==> src/hw/rtl/drrm_pkg.sv <==
// shared constants, types and helpers for the decay pulse rng and rate meter
// no dependencies
`timescale 1ns / 1ps

package drrm_pkg;

  localparam int CountWidth    = 16;
  localparam int TimerWidth    = 24;
  localparam int CpmWidth      = 24;
  localparam int SlotsWidth    = 8;
  localparam int DigitWidth    = 4;
  localparam int LevelWidth    = 3;
  localparam int MaskWidth     = 5;
  localparam int NumThresholds = 5;
  localparam int CfgIndexWidth = 3;
  localparam int CfgDataWidth  = 24;

  localparam int ProdWidth   = CountWidth + SlotsWidth;
  localparam int ProdExtWidth = (ProdWidth > CpmWidth) ? ProdWidth : CpmWidth;

  localparam logic [TimerWidth-1:0] TimerMax = {TimerWidth{1'b1}};
  localparam logic [CountWidth-1:0] CountMax = {CountWidth{1'b1}};
  localparam logic [CpmWidth-1:0]   CpmMax   = {CpmWidth{1'b1}};

  localparam logic [TimerWidth-1:0] PrintPeriodReset = TimerWidth'(1000);
  localparam logic [TimerWidth-1:0] PollPeriodReset  = TimerWidth'(20000);
  localparam logic [SlotsWidth-1:0] SlotsReset       = SlotsWidth'(3);
  localparam logic [NumThresholds-1:0][CpmWidth-1:0] ThresholdReset = {
    CpmWidth'(800), CpmWidth'(400), CpmWidth'(200), CpmWidth'(100), CpmWidth'(50)
  };

  localparam logic [LevelWidth-1:0] LevelTop = LevelWidth'(NumThresholds);

  typedef enum logic [CfgIndexWidth-1:0] {
    REG_PRINT_PERIOD = 3'd0,
    REG_POLL_PERIOD  = 3'd1,
    REG_WINDOW_SLOTS = 3'd2,
    REG_THRESHOLD_1  = 3'd3,
    REG_THRESHOLD_2  = 3'd4,
    REG_THRESHOLD_3  = 3'd5,
    REG_THRESHOLD_4  = 3'd6,
    REG_THRESHOLD_5  = 3'd7
  } cfg_reg_t;

  typedef struct packed {
    logic [TimerWidth-1:0]                    print_period;
    logic [TimerWidth-1:0]                    poll_period;
    logic [SlotsWidth-1:0]                    slots;
    logic [NumThresholds-1:0][CpmWidth-1:0]   thr;
  } cfg_t;

  typedef struct packed {
    logic                    digit_valid;
    logic [DigitWidth-1:0]   digit;
    logic                    rate_valid;
    logic [ProdExtWidth-1:0] prod;
  } step_res_t;

  function automatic logic [MaskWidth-1:0] led_mask_of(input logic [LevelWidth-1:0] lvl);
    logic [MaskWidth:0] ones;
    ones = ((MaskWidth+1)'(1) << lvl) - (MaskWidth+1)'(1);
    return ones[MaskWidth-1:0];
  endfunction

endpackage

==> src/hw/rtl/drrm_in_if.sv <==
// input channel: one time step per transaction
// no dependencies
`timescale 1ns / 1ps

interface drrm_in_if;
  logic valid;
  logic ready;
  logic pulse;
  logic ms_tick;

  modport source (output valid, output pulse, output ms_tick, input ready);
  modport sink   (input valid, input pulse, input ms_tick, output ready);
  modport mon    (input valid, input pulse, input ms_tick, input ready);
endinterface

==> src/hw/rtl/drrm_out_if.sv <==
// result channel: digit and rate fields per transaction
// depends on drrm_pkg
`timescale 1ns / 1ps

interface drrm_out_if;
  import drrm_pkg::*;
  logic                  valid;
  logic                  ready;
  logic                  digit_valid;
  logic [DigitWidth-1:0] digit;
  logic                  rate_valid;
  logic [CpmWidth-1:0]   counts_per_minute;
  logic [LevelWidth-1:0] bar_level;
  logic [MaskWidth-1:0]  led_mask;

  modport source (output valid, output digit_valid, output digit, output rate_valid,
                  output counts_per_minute, output bar_level, output led_mask,
                  input ready);
  modport sink   (input valid, input digit_valid, input digit, input rate_valid,
                  input counts_per_minute, input bar_level, input led_mask,
                  output ready);
  modport mon    (input valid, input digit_valid, input digit, input rate_valid,
                  input counts_per_minute, input bar_level, input led_mask,
                  input ready);
endinterface

==> src/hw/rtl/drrm_cfg_if.sv <==
// configuration write channel: register index and data per transaction
// depends on drrm_pkg
`timescale 1ns / 1ps

interface drrm_cfg_if;
  import drrm_pkg::*;
  logic                     valid;
  logic                     ready;
  logic [CfgIndexWidth-1:0] index;
  logic [CfgDataWidth-1:0]  data;

  modport source (output valid, output index, output data, input ready);
  modport sink   (input valid, input index, input data, output ready);
  modport mon    (input valid, input index, input data, input ready);
endinterface

==> src/hw/rtl/drrm_cfg_regs.sv <==
// configuration register file, written through the config channel
// depends on drrm_pkg, drrm_cfg_if
`timescale 1ns / 1ps

module drrm_cfg_regs (
  input  logic          clk,
  input  logic          rst,
  drrm_cfg_if.sink      cfg,
  output drrm_pkg::cfg_t regs
);
  import drrm_pkg::*;

  cfg_reg_t idx;

  assign cfg.ready = 1'b1;
  assign idx = cfg_reg_t'(cfg.index);

  always_ff @(posedge clk) begin
    if (rst) begin
      regs.print_period <= PrintPeriodReset;
      regs.poll_period  <= PollPeriodReset;
      regs.slots        <= SlotsReset;
      regs.thr          <= ThresholdReset;
    end else if (cfg.valid) begin
      case (idx)
        REG_PRINT_PERIOD: regs.print_period <= cfg.data[TimerWidth-1:0];
        REG_POLL_PERIOD:  regs.poll_period  <= cfg.data[TimerWidth-1:0];
        REG_WINDOW_SLOTS: regs.slots        <= cfg.data[SlotsWidth-1:0];
        REG_THRESHOLD_1:  regs.thr[0]       <= cfg.data[CpmWidth-1:0];
        REG_THRESHOLD_2:  regs.thr[1]       <= cfg.data[CpmWidth-1:0];
        REG_THRESHOLD_3:  regs.thr[2]       <= cfg.data[CpmWidth-1:0];
        REG_THRESHOLD_4:  regs.thr[3]       <= cfg.data[CpmWidth-1:0];
        REG_THRESHOLD_5:  regs.thr[4]       <= cfg.data[CpmWidth-1:0];
        default: ;
      endcase
    end
  end

endmodule

==> src/hw/rtl/drrm_step_stage.sv <==
// per-step state: roulette counter, digit latch, pulse count, timers, window product
// depends on drrm_pkg, drrm_in_if
`timescale 1ns / 1ps

module drrm_step_stage (
  input  logic               clk,
  input  logic               rst,
  drrm_in_if.sink            step,
  input  drrm_pkg::cfg_t     cfg,
  output logic               res_valid,
  output drrm_pkg::step_res_t res,
  input  logic               res_ready
);
  import drrm_pkg::*;

  logic [DigitWidth-1:0] roulette;
  logic [DigitWidth-1:0] latched_digit;
  logic                  digit_seen;
  logic                  digit_fresh;
  logic [CountWidth-1:0] pulse_counter;
  logic [TimerWidth-1:0] print_timer;
  logic [TimerWidth-1:0] poll_timer;

  logic [DigitWidth-1:0] latched_digit_next;
  logic                  digit_seen_next;
  logic                  digit_fresh_next;
  logic [CountWidth-1:0] pulse_counter_next;
  logic [TimerWidth-1:0] print_timer_next;
  logic [TimerWidth-1:0] poll_timer_next;
  logic [CountWidth-1:0] count_upd;
  logic [TimerWidth-1:0] print_upd;
  logic [TimerWidth-1:0] poll_upd;
  logic                  print_fire;
  logic                  poll_fire;
  logic                  accept;
  step_res_t             res_next;

  assign step.ready = !res_valid || res_ready;
  assign accept     = step.valid && step.ready;

  always_comb begin
    latched_digit_next = latched_digit;
    digit_seen_next    = digit_seen;
    digit_fresh_next   = digit_fresh;
    count_upd          = pulse_counter;
    if (step.pulse) begin
      latched_digit_next = roulette;
      digit_seen_next    = 1'b1;
      digit_fresh_next   = 1'b1;
      if (pulse_counter != CountMax) begin
        count_upd = pulse_counter + CountWidth'(1);
      end
    end

    print_upd = (step.ms_tick && print_timer != TimerMax) ? print_timer + TimerWidth'(1)
                                                          : print_timer;
    poll_upd  = (step.ms_tick && poll_timer != TimerMax) ? poll_timer + TimerWidth'(1)
                                                         : poll_timer;
    print_fire = print_upd > cfg.print_period;
    poll_fire  = poll_upd > cfg.poll_period;

    res_next.digit_valid = print_fire && digit_fresh_next && digit_seen_next;
    res_next.digit       = res_next.digit_valid ? latched_digit_next : '0;
    res_next.rate_valid  = poll_fire;
    res_next.prod        = ProdExtWidth'(cfg.slots) * ProdExtWidth'(count_upd);

    print_timer_next = print_fire ? '0 : print_upd;
    if (print_fire) begin
      digit_fresh_next = 1'b0;
    end
    poll_timer_next    = poll_fire ? '0 : poll_upd;
    pulse_counter_next = poll_fire ? '0 : count_upd;
  end

  always_ff @(posedge clk) begin
    if (rst) begin
      roulette      <= '0;
      latched_digit <= '0;
      digit_seen    <= 1'b0;
      digit_fresh   <= 1'b0;
      pulse_counter <= '0;
      print_timer   <= '0;
      poll_timer    <= '0;
      res_valid     <= 1'b0;
    end else begin
      if (accept) begin
        roulette      <= roulette + DigitWidth'(1);
        latched_digit <= latched_digit_next;
        digit_seen    <= digit_seen_next;
        digit_fresh   <= digit_fresh_next;
        pulse_counter <= pulse_counter_next;
        print_timer   <= print_timer_next;
        poll_timer    <= poll_timer_next;
        res_valid     <= 1'b1;
      end else if (res_ready) begin
        res_valid <= 1'b0;
      end
    end
  end

  always_ff @(posedge clk) begin
    if (accept) begin
      res <= res_next;
    end
  end

endmodule

==> src/hw/rtl/drrm_band_stage.sv <==
// rate saturation, threshold banding with held level, result register
// depends on drrm_pkg, drrm_out_if
`timescale 1ns / 1ps

module drrm_band_stage (
  input  logic                clk,
  input  logic                rst,
  input  drrm_pkg::cfg_t      cfg,
  input  logic                res_valid,
  input  drrm_pkg::step_res_t res,
  output logic                res_ready,
  drrm_out_if.source          result
);
  import drrm_pkg::*;

  logic [LevelWidth-1:0] held_level;
  logic [LevelWidth-1:0] level_next;
  logic [CpmWidth-1:0]   cpm;
  logic                  load;

  assign res_ready = !result.valid || result.ready;
  assign load      = res_valid && res_ready;

  always_comb begin
    cpm = (res.prod > ProdExtWidth'(CpmMax)) ? CpmMax : res.prod[CpmWidth-1:0];
    level_next = held_level;
    if (cpm <= cfg.thr[0]) begin
      level_next = '0;
    end
    for (int i = 1; i < NumThresholds; i++) begin
      if (cpm <= cfg.thr[i] && cpm > cfg.thr[i-1]) begin
        level_next = LevelWidth'(i);
      end
    end
    if (cpm > cfg.thr[NumThresholds-1]) begin
      level_next = LevelTop;
    end
  end

  always_ff @(posedge clk) begin
    if (rst) begin
      held_level   <= '0;
      result.valid <= 1'b0;
    end else begin
      if (load) begin
        result.valid <= 1'b1;
        if (res.rate_valid) begin
          held_level <= level_next;
        end
      end else if (result.ready) begin
        result.valid <= 1'b0;
      end
    end
  end

  always_ff @(posedge clk) begin
    if (load) begin
      result.digit_valid       <= res.digit_valid;
      result.digit             <= res.digit;
      result.rate_valid        <= res.rate_valid;
      result.counts_per_minute <= res.rate_valid ? cpm : '0;
      result.bar_level         <= res.rate_valid ? level_next : '0;
      result.led_mask          <= res.rate_valid ? led_mask_of(level_next) : '0;
    end
  end

endmodule

==> src/hw/rtl/decay_pulse_rng_and_rate_meter_top.sv <==
// top level of the decay pulse random digit generator and rate meter
// depends on drrm_pkg, the channel interfaces, drrm_cfg_regs, drrm_step_stage, drrm_band_stage
`timescale 1ns / 1ps

// Each time step that is taken gives exactly one result, registered by the first stage
// and again by the second. The first stage updates the roulette counter, the digit
// latch, the saturating pulse count and both millisecond timers, and forms window_slots
// times the count in a single multiplier; the second stage saturates that product to
// 24 bits, picks the bar level against the five thresholds and holds the result until
// it is taken. The second stage stalls when the result is not taken, the first once
// its own result is held too, so throughput is one step per cycle while result.ready
// stays high. Configuration writes are always accepted; the thresholds are read by the
// second stage when it loads a step's result, so write only while no step is in flight.

module decay_pulse_rng_and_rate_meter_top (
  input  logic        clk,
  input  logic        rst,
  drrm_in_if.sink     step,
  drrm_out_if.source  result,
  drrm_cfg_if.sink    cfg
);
  import drrm_pkg::*;

  cfg_t      regs;
  logic      res_valid;
  logic      res_ready;
  step_res_t res;

  drrm_cfg_regs u_cfg (
    .clk  (clk),
    .rst  (rst),
    .cfg  (cfg),
    .regs (regs)
  );

  drrm_step_stage u_step (
    .clk       (clk),
    .rst       (rst),
    .step      (step),
    .cfg       (regs),
    .res_valid (res_valid),
    .res       (res),
    .res_ready (res_ready)
  );

  drrm_band_stage u_band (
    .clk       (clk),
    .rst       (rst),
    .cfg       (regs),
    .res_valid (res_valid),
    .res       (res),
    .res_ready (res_ready),
    .result    (result)
  );

endmodule

==> src/flat_wrapper.sv <==
// flat-port wrapper written by rule: the top's interface ports become plain ports
module decay_pulse_rng_and_rate_meter_top_flat import drrm_pkg::*;
  (clk, rst, step_valid, step_pulse, step_ms_tick, step_ready, result_valid, result_digit_valid, result_digit, result_rate_valid, result_counts_per_minute, result_bar_level, result_led_mask, result_ready, cfg_valid, cfg_index, cfg_data, cfg_ready);
  drrm_in_if step_i ();
  drrm_out_if result_i ();
  drrm_cfg_if cfg_i ();
  input  logic clk;
  input  logic rst;
  input wire logic [$bits(step_i.valid)-1:0] step_valid;
  input wire logic [$bits(step_i.pulse)-1:0] step_pulse;
  input wire logic [$bits(step_i.ms_tick)-1:0] step_ms_tick;
  output wire logic [$bits(step_i.ready)-1:0] step_ready;
  output wire logic [$bits(result_i.valid)-1:0] result_valid;
  output wire logic [$bits(result_i.digit_valid)-1:0] result_digit_valid;
  output wire logic [$bits(result_i.digit)-1:0] result_digit;
  output wire logic [$bits(result_i.rate_valid)-1:0] result_rate_valid;
  output wire logic [$bits(result_i.counts_per_minute)-1:0] result_counts_per_minute;
  output wire logic [$bits(result_i.bar_level)-1:0] result_bar_level;
  output wire logic [$bits(result_i.led_mask)-1:0] result_led_mask;
  input wire logic [$bits(result_i.ready)-1:0] result_ready;
  input wire logic [$bits(cfg_i.valid)-1:0] cfg_valid;
  input wire logic [$bits(cfg_i.index)-1:0] cfg_index;
  input wire logic [$bits(cfg_i.data)-1:0] cfg_data;
  output wire logic [$bits(cfg_i.ready)-1:0] cfg_ready;
  assign step_i.valid = step_valid;
  assign step_i.pulse = step_pulse;
  assign step_i.ms_tick = step_ms_tick;
  assign step_ready = step_i.ready;
  assign result_valid = result_i.valid;
  assign result_digit_valid = result_i.digit_valid;
  assign result_digit = result_i.digit;
  assign result_rate_valid = result_i.rate_valid;
  assign result_counts_per_minute = result_i.counts_per_minute;
  assign result_bar_level = result_i.bar_level;
  assign result_led_mask = result_i.led_mask;
  assign result_i.ready = result_ready;
  assign cfg_i.valid = cfg_valid;
  assign cfg_i.index = cfg_index;
  assign cfg_i.data = cfg_data;
  assign cfg_ready = cfg_i.ready;
  decay_pulse_rng_and_rate_meter_top u_core (.clk(clk), .rst(rst), .step(step_i), .result(result_i), .cfg(cfg_i));
endmodule
==> config.mk <==
export PLATFORM = sky130hd
export DESIGN_NAME = decay_pulse_rng_and_rate_meter_top_flat
export DESIGN_NICKNAME = d
export VERILOG_FILES = /design/src/hw/rtl/drrm_pkg.sv /design/src/hw/rtl/drrm_in_if.sv /design/src/hw/rtl/drrm_out_if.sv /design/src/hw/rtl/drrm_cfg_if.sv /design/src/hw/rtl/drrm_cfg_regs.sv /design/src/hw/rtl/drrm_step_stage.sv /design/src/hw/rtl/drrm_band_stage.sv /design/src/hw/rtl/decay_pulse_rng_and_rate_meter_top.sv /design/src/flat_wrapper.sv
export SDC_FILE = /design/constraint.sdc
export NUM_CORES = 1
export LEC_CHECK = 0
export BUFFER_PORTS_ARGS = -buffer_cell sky130_fd_sc_hd__buf_2
export CORE_UTILIZATION = 60
export CTS_CLUSTER_DIAMETER = 60
export DETAILED_ROUTE_END_ITERATION = 7
export PLACE_DENSITY_LB_ADDON = 0.1
export SLEW_MARGIN = 20
export SYNTH_ARGS = -nofsm -noshare
export SYNTH_HDL_FRONTEND = slang
export SYNTH_SLANG_ARGS = --single-unit
==> constraint.sdc <==
create_clock -name clk -period 15.75 [get_ports clk]
set_input_delay 3.15 -clock clk [delete_from_list [all_inputs] [get_ports clk]]
set_output_delay 3.15 -clock clk [all_outputs]
set_load 0.005 [all_outputs]
### Word level (Yosys, flattened, before mapping)

Index checks and enable logic that the tools add are counted.

* register bits: 323
* input bits: 34
* output and inout port bits: 41
* logic and storage cells: 106

* add/sub/neg operators: 5
* $mul: 1
* $lt $le $gt $ge: 13
* equality and inequality tests: 10
* shift operators: 1
* mux-type cells: 22
* reduce and logical (&&, ||, !) cells: 26

Operators with widths (number)
* $gt 24x24->1: 7
* $le 24x24->1: 5
* $mux 24: 5
* $add 24x1->24 const B: 2
* $mux 16: 3
* $ne 24x24->1 const B: 2
* $gt 24x24->1 const B: 1
* $mul 8x16->24: 1
* $mux 3: 6
* $reduce_and 2->1: 9
* $add 16x1->16 const B: 1
* $ne 16x16->1 const B: 1
* $eq 3x3->1 const B: 4
* $logic_and 1x1->1: 10
* $mux 1: 7
* $eq 3x2->1 const B: 2
* $shl 1x3->5 const A: 1
* $sub 5x2->5 const B: 1
* $add 4x1->4 const B: 1
* $mux 4: 1
* $reduce_bool 2->1: 2
* $eq 3x1->1 const B: 1
* $logic_not 3->1: 1
* $logic_not 1->1: 2
* $logic_or 1x1->1: 2

### Depth between registers and ports, before layout

Gate-level depths: netlist (run 1).

* depth after elaboration: 11
* mapped depth: 24
* gate-level depth less buffers: 24

### By module

From an unflattened synthesis (run 1), not the netlist that was laid out.

* cell total of the unflattened synthesis: 2372
* area, all modules: 22318.9 um2

By module, submodules not included
* drrm_step_stage: times used 1, cells an instance 1243, area an instance 10896.7 um2
* drrm_cfg_regs: times used 1, cells an instance 627, area an instance 6905.4 um2
* drrm_band_stage: times used 1, cells an instance 502, area an instance 4516.8 um2

### Worst setup path after synthesis (run 1)

OpenSTA, ideal clock, no wires.

* kind: input-to-reg
* from: input step_pulse
* to: register, netlist name u_core.u_step.res[23]
* data arrival time: 8.119 ns
* data required time: 15.485 ns
* slack: 7.366 ns
* cell stages on the path: 19
* path buffers: 1
* cells stage by stage: clkbuf_1 nand4_1 nand2b_2 nor2_1 xnor2_1 nor2b_1 fa_1 fa_1 fa_1 fa_1 ha_1 a21o_1 a21oi_1 o21ai_0 a41o_1 o41ai_2 nor2_1 a311oi_1 xnor2_1

RTL lines
* start: declaration: RTL line flat_wrapper.sv:10 `input wire logic [$bits(step_i.pulse)-1:0] step_pulse;`

==> flow_summary_export.csv, run 1 <==
group,metric,value,unit
run_status,status,"finished with violations",
run_status,violations,"DRC",
layout,n_antenna_cell,0,
layout,layout_common_cells,"443 x nand2_1, 264 x inv_1, 252 x dfxtp_1",
global_routing,track_usage,32.4,%
timing,tightest_slew,1.07,ns
setup_path,crit_type,"in -> reg",
setup_path,required,16.02,ns
routing,vias,17400,
global_routing,gr-total-overflow,0,
timing,skew,0.0167,ns
logic_synthesis,yosysWarnings,0,
floorplan,die_area,35700,um^2
logic_synthesis,syn-num-nets,2791,
setup_path,path_max_fanout,20,
timing,slew_viol_final,0,
place,placed_area,21600,um^2
global_routing,grt_pass1_vias,16900,
global_routing,grt_pass1_wl,90700,um
routing,wire_per_inst,19.3,um
place,portBuffers,73,
layout,drive_above_1_share,7.54,%
power,p_per_area,85.6,nW/um^2
power,combinationalPowerShare,8.4,%
global_routing,use_met2,54.3,%
floorplan,fp.dieH,189,um
setup_path,crit_family,"adder cells",
clock_network,cts_sinks,320,
min_path,hp-class,"reg -> reg",
clock_network,htreeDepth,2,
routing,via_per_inst,5.89,
logic_synthesis,ys_types,83,
logic_synthesis,synth.cell_area,21000,um^2
setup_path,cp_data_arrival_time,9.05,ns
clock_network,clkLatencyLatePin,0.53,ns
global_routing,grt.busiest_layer,"met2",
power,clockPowerShare,46.8,%
timing,setup_viol,0,
routing,ant_nets,0,
routing,drt_first_iter_violations,1259,
clock_network,cts-root-buf,"clkbuf_16",
setup_path,setup.worst_path.end_class,"register",
clock_network,cts_hold_buf,0,
place,hpwl,40900,um
setup_path,slowest_delay,0.63,ns
floorplan,num_rows,68,
floorplan,core,34500,um^2
logic_synthesis,yosys_most_used_dff,"dfxtp_1",
run,drv_cap,0,
setup_path,worstPathCellList,"buf_2 -> and3_1 -> and2_1 -> nand4_1 -> xnor2_1 -> nor2b_1 -> fa_1 -> fa_1 -> fa_1 -> inv_1 -> fa_1 -> inv_1 -> ha_1 -> and3_1 -> o2111a_1 -> a21boi_0 -> a311oi_1 -> a31oi_1 -> o21bai_1 -> a21oi_1 -> xnor2_1",
timing,grt_setup_unrepaired,"false",
layout,design_area,22900,um^2
clock_network,cts_resized,0,
power,p_total,1.96,mW
routing,wl,57300,um
logic_synthesis,ys_top_cells_by_area,"dfxtp_1 24%, ha_1 13%, edfxtp_1 9.7%",
floorplan,die_w,189,um
layout,nets,2815,
routing,drt_pass1_iterations,8,
place,gp_congestion,0.941,
logic_synthesis,synth_cells,2456,
global_routing,met3_usage,3.50,%
place,dpl_worst_slack,6.56,ns
power,p_switching,0.489,mW
logic_synthesis,yosysSeqAreaShare,33.8,%
global_routing,grt_max_degree,112,
floorplan,pin_count,75,
setup_path,cpMostUsedCell,"fa_1",
clock_network,cts_buffers,37,
logic_synthesis,avgSynthCellArea,8.53,um^2
power,p_leak,9.37,nW
clock_network,cts_tree,"built",
clock_network,cts_setup_buffers,0,
floorplan,initial_core_util,60.8,%
layout,final_common_cell,"nand2_1",
power,p_sw_share,24.9,%
clock_network,cts_buffer_depth,3,
logic_synthesis,synth_top_area_cell,"dfxtp_1",
power,ir_worst_vdd,92.4,uV
layout,area_growth,9.47,%
timing,relSlewSlack,28.7,%
timing,finalSetupTns,0,ns
setup_path,path_buf_inv,3,
power,p_int,1.48,mW
clock_network,cts.clk_slew.worst_paths,0.06,ns
timing,min_period_over_period,55.7,%
power,seqPwrFrac,44.9,%
timing,max_freq,0.114,GHz
layout,final_util,66.6,%
timing,layout_min_cycle_time,8.78,ns
logic_synthesis,synth_edf_count,68,
timing,hold_viol_final,0,
logic_synthesis,yosysTopAreaCellShare,24.1,%
routing,drcViolationCount,1,
logic_synthesis,synth_seq_cells,320,
timing,worst_slack,6.97,ns
global_routing,met1_usage,41.4,%
setup_path,start_kind,"primary input",
logic_synthesis,async_reset_ff_share,0,%
global_routing,antenna_found_initial,0,
setup_path,crit_slowest_cell,"xnor2_1",
power groups by stage:
stage               combinational, mW  sequential (mW)  clock, mW
floorplan                       0.106            0.888          0
global placement                0.155            0.898          0
detailed placement              0.161            0.899          0
CTS                             0.162            0.881      0.925
global route                    0.182            0.883      0.960
finish                          0.164            0.882      0.918
per-stage QoR:
step,std cells,hold WS [ns]
5_1_grt,2963,0.429
4_1_cts,2962,0.421
2_1_floorplan,2456,0.400
3_5_place_dp,2895,0.405
6_report,2963,0.419
3_3_place_gp,2895,0.409
state kept, by name, summed over array words and instances (netlist names):
name / flops
u_core.u_band.result.bar_level: 3
u_core.u_band.result.counts_per_minute: 24
u_core.u_band.result.digit: 4
u_core.u_band.result.digit_valid: 1
u_core.u_band.result.led_mask: 5
u_core.u_band.result.rate_valid: 1
u_core.u_band.result.valid: 1
u_core.u_cfg.regs: 176
u_core.u_step.digit_fresh: 1
u_core.u_step.digit_seen: 1
u_core.u_step.latched_digit: 4
u_core.u_step.poll_timer: 24
u_core.u_step.print_timer: 24
u_core.u_step.pulse_counter: 16
u_core.u_step.res: 30
u_core.u_step.res_valid: 1
u_core.u_step.roulette: 4
layout make-up:
class / count / area (um^2)
multi-input cells: 1768 / 12500
fillers: 2940 / 11500
flip-flops and latches: 320 / 7090
clock buffers: 49 / 1060
inverters: 266 / 998
well taps: 455 / 569
repair buffers: 87 / 489
clock inverters: 18 / 243
metal layers:
layer / part of all wire [%] / vias to the layer above
met3: 5.8 / 146
met5: 0 / -
met1: 42 / 8339
met2: 47 / 596
met4: 5.1 / 0
li1: - / 8357
kinds of logic (layout without fill, tap and decap cells):
group | Yosys count | after routing | share of synthesized area [%]
fa+ha+maj | 301 | 301 | 21.0
compound gates | 486 | 486 | 14.5
xor+xnor | 73 | 73 | 3.09
flops | 320 | 320 | 33.8
mux | 5 | 5 | 0.239
simple gates | 902 | 902 | 20.6
other cells | 1 | 1 | 0.0179
buf+inv | 368 | 420 | 6.77
synth_stat cells (7+ instances only):
cell type	count
a21o_1	33
a21oi_1	236
a22o_1	7
a31o_2	10
a31oi_1	9
a32o_1	13
and2_1	60
and2b_1	9
and3_1	9
buf_2	10
clkbuf_1	77
clkbuf_2	8
dfxtp_1	252
edfxtp_1	68
fa_1	84
ha_1	217
inv_1	266
nand2_1	443
nand2b_1	18
nand3_1	68
nand4_1	49
nor2_1	78
nor2b_1	98
nor3_1	18
nor4_1	14
o2111ai_1	8
o211ai_1	36
o21a_1	18
o21ai_0	54
o31ai_1	7
or3_1	8
xnor2_1	54
xor2_1	18
worst paths after layout:
kind	from	to	slack (ns)	cells past startpoint
worst max-delay path	step_pulse	u_core.u_step.res[20]	6.97	21
worst min-delay path	u_core.u_step.res[25]	u_core.u_band.result.digit[0]	0.42	0
worst max register to register	u_core.u_step.pulse_counter[3]	u_core.u_step.res[20]	8.80	23
worst min register to register	u_core.u_step.res[25]	u_core.u_band.result.digit[0]	0.42	0
worst reg2reg max path, cell delays in order, from the launching register on:
cell      delay [ns]
dfxtp_1         0.45
and4_4          0.29
nand4_1         0.15
nor2_1          0.19
nand4_1         0.21
nand2_1         0.22
mux2i_1         0.69
nand2b_1        0.22
fa_1            0.46
fa_1            0.55
inv_1           0.05
fa_1            0.54
inv_1           0.06
fa_1            0.52
inv_1           0.04
ha_1            0.33
o21a_1          0.22
o2111a_1        0.23
a21boi_0        0.34
a311oi_1        0.22
a31oi_1         0.35
o21bai_1        0.11
a21oi_1         0.18
xnor2_1         0.08
No activity file was read; power rests on OpenSTA's default activity.
==> run 2, diff against run 1 <==
--- a/config.mk
+++ b/config.mk
@@ -6,7 +6,7 @@
 export NUM_CORES = 1
 export LEC_CHECK = 0
 export BUFFER_PORTS_ARGS = -buffer_cell sky130_fd_sc_hd__buf_2
-export CORE_UTILIZATION = 60
+export CORE_UTILIZATION = 57
 export CTS_CLUSTER_DIAMETER = 60
 export DETAILED_ROUTE_END_ITERATION = 7
 export PLACE_DENSITY_LB_ADDON = 0.1
==> constraint.sdc (replaced) <==
create_clock -name clk -period 7.5 [get_ports clk]
set_input_delay 1.5 -clock clk [delete_from_list [all_inputs] [get_ports clk]]
set_output_delay 1.5 -clock clk [all_outputs]
set_load 0.005 [all_outputs]
==> run 2 against run 1 <==
Compared with the run above:
- the flow now finishes without violations
- clock-buffer cell count up 3
- critical endpoint unchanged
- flip-flop and latch count unchanged
- combinational power up 110%
- worst hold slack worse by 0.0057 ns
- largest power group is now registers
==> flow_summary_export.csv, run 2 (synthesized netlist as in run 1, its figures left out) <==
group,metric,value,unit
global_routing,grt_pass1_wl,89900,um
timing,setup_viol,0,
min_path,hold_depth,0,
timing,hold_viol_final,0,
timing,skew,0.0339,ns
setup_path,worstSetupStartpoint,"step_pulse",
place,portBuffers,73,
global_routing,grt_pass1_vias,17100,
layout,largestRegisters,"u_core.u_cfg.regs (176), u_core.u_step.res (30)",
setup_path,r2r_cells,23,
routing,drcViolationCount,0,
power,ir_worst_vdd,169,uV
layout,fill_cells,3101,
clock_network,cts.clk_slew.worst_paths,0.06,ns
timing,slew_viol_final,0,
run,drv_cap,0,
clock_network,cts_buffer_depth,3,
layout,final_util,63.8,%
routing,drt_pass1_iterations,6,
routing,drt_first_iter_violations,1151,
layout,final_common_cell,"nand2_1",
floorplan,core,35900,um^2
layout,layout_common_cells,"443 x nand2_1, 265 x inv_1, 252 x dfxtp_1",
routing,wire_per_inst,18.8,um
global_routing,antenna_found_initial,0,
timing,min_period_over_period,90.2,%
routing,vias,17300,
clock_network,cts_tree,"built",
clock_network,cts_hold_buf,0,
min_path,min_from,"u_core.u_step.res[29]",
setup_path,crit_type,"in -> reg",
layout,largest_reg_flops,176,
global_routing,track_usage,30.2,%
clock_network,cts_resized,0,
clock_network,cts-root-buf,"clkbuf_16",
power,p_total,3.94,mW
setup_path,path_max_fanout,20,
floorplan,pin_count,75,
place,gp_congestion,0.939,
layout,n_antenna_cell,0,
routing,via_per_inst,5.78,
run_status,status,"finished, final reports clean",
timing,tightest_slew,1.12,ns
min_path,hp-class,"reg -> reg",
routing,ant_nets,0,
clock_network,cts_setup_buffers,0,
floorplan,die_area,37500,um^2
timing,worst_slack,0.735,ns
place,dpl_worst_slack,0.259,ns
setup_path,r2r-start,"u_core.u_step.pulse_counter[3]",
power,p_per_area,172,nW/um^2
layout,area_growth,9.32,%
setup_path,start_kind,"primary input",
floorplan,fp.dieH,194,um
floorplan,num_rows,69,
floorplan,initial_core_util,58.4,%
layout,nets,2831,
timing,finalSetupTns,0,ns
global_routing,grt_max_degree,79,
layout,regMostFlops,"u_core.u_cfg.regs",
power,p_leak,9.36,nW
clock_network,cts_buffers,37,
setup_path,setup.worst_path.end_class,"register",
layout,drive_above_1_share,7.81,%
clock_network,htreeDepth,2,
timing,max_freq,0.148,GHz
timing,grt_setup_unrepaired,"false",
setup_path,rrSetupSlack,0.88,ns
place,hpwl,40400,um
setup_path,required,7.78,ns
setup_path,cp_data_arrival_time,7.04,ns
clock_network,cts_sinks,320,
timing,layout_min_cycle_time,6.77,ns
timing,whs,0.414,ns
routing,wl,56000,um
global_routing,gr-total-overflow,0,
floorplan,die_w,194,um
clock_network,clkLatencyLatePin,0.55,ns
timing,relSlewSlack,25.2,%
==> run 2: area by class of cell <==
| class | count | area, um^2 | share of cell area [%] |
|---|---|---|---|
| clock inverters | 14 | 115 | 0.502 |
| flip-flops and latches | 320 | 7090 | 30.9 |
| well taps | 461 | 577 | 2.52 |
| repair buffers | 103 | 597 | 2.60 |
| multi-input cells | 1768 | 12500 | 54.5 |
| clock buffers | 52 | 1040 | 4.55 |
| inverters | 266 | 998 | 4.36 |
==> run 2: critical path: stages <==
cell	delay, ns
buf_2	0.29
nand4_1	0.16
nand2b_2	0.26
xor2_1	0.45
nand2b_1	0.21
fa_1	0.42
fa_1	0.51
inv_1	0.06
fa_1	0.53
inv_1	0.05
fa_1	0.52
inv_1	0.04
ha_1	0.33
o21a_1	0.20
o2111a_1	0.23
a21boi_0	0.30
a311oi_1	0.19
a31oi_1	0.36
o21bai_1	0.10
a21oi_1	0.20
xnor2_1	0.10
==> run 2: power by group <==
| part | switching [mW] | internal [mW] |
|---|---|---|
| Combinational | 0.225 | 0.117 |
| Sequential | 0.0464 | 1.80 |
| Clock | 0.736 | 1.01 |
| Total | 1.01 | 2.93 |
==> run 2: through the flow <==
stage	std cells	instance area [um^2]
finish	2984	22900
global route	2984	22900
CTS	2984	22900
detailed placement	2918	21700
global placement	2918	21700
floorplan	2456	21000
==> run 2: layer usage <==
| layer | part of all wire [%] | global-route usage [%] | routed length [um] | up-vias |
|---|---|---|---|---|
| li1 | - | - | - | 8390 |
| met1 | 43 | 38.9 | 24100 | 8235 |
| met2 | 47 | 51.2 | 26600 | 505 |
| met3 | 5.7 | 3.58 | 3200 | 129 |
| met4 | 3.9 | 12.7 | 2160 | 0 |
| met5 | 0 | 0 | 0 | - |
==> run 2: path summary, 6_finish.rpt <==
path | endpoint
setup / recovery | u_core.u_step.res[20]
hold / removal | u_core.u_band.result.digit_valid
setup reg to reg | u_core.u_step.res[20]
hold reg to reg | u_core.u_band.result.digit_valid
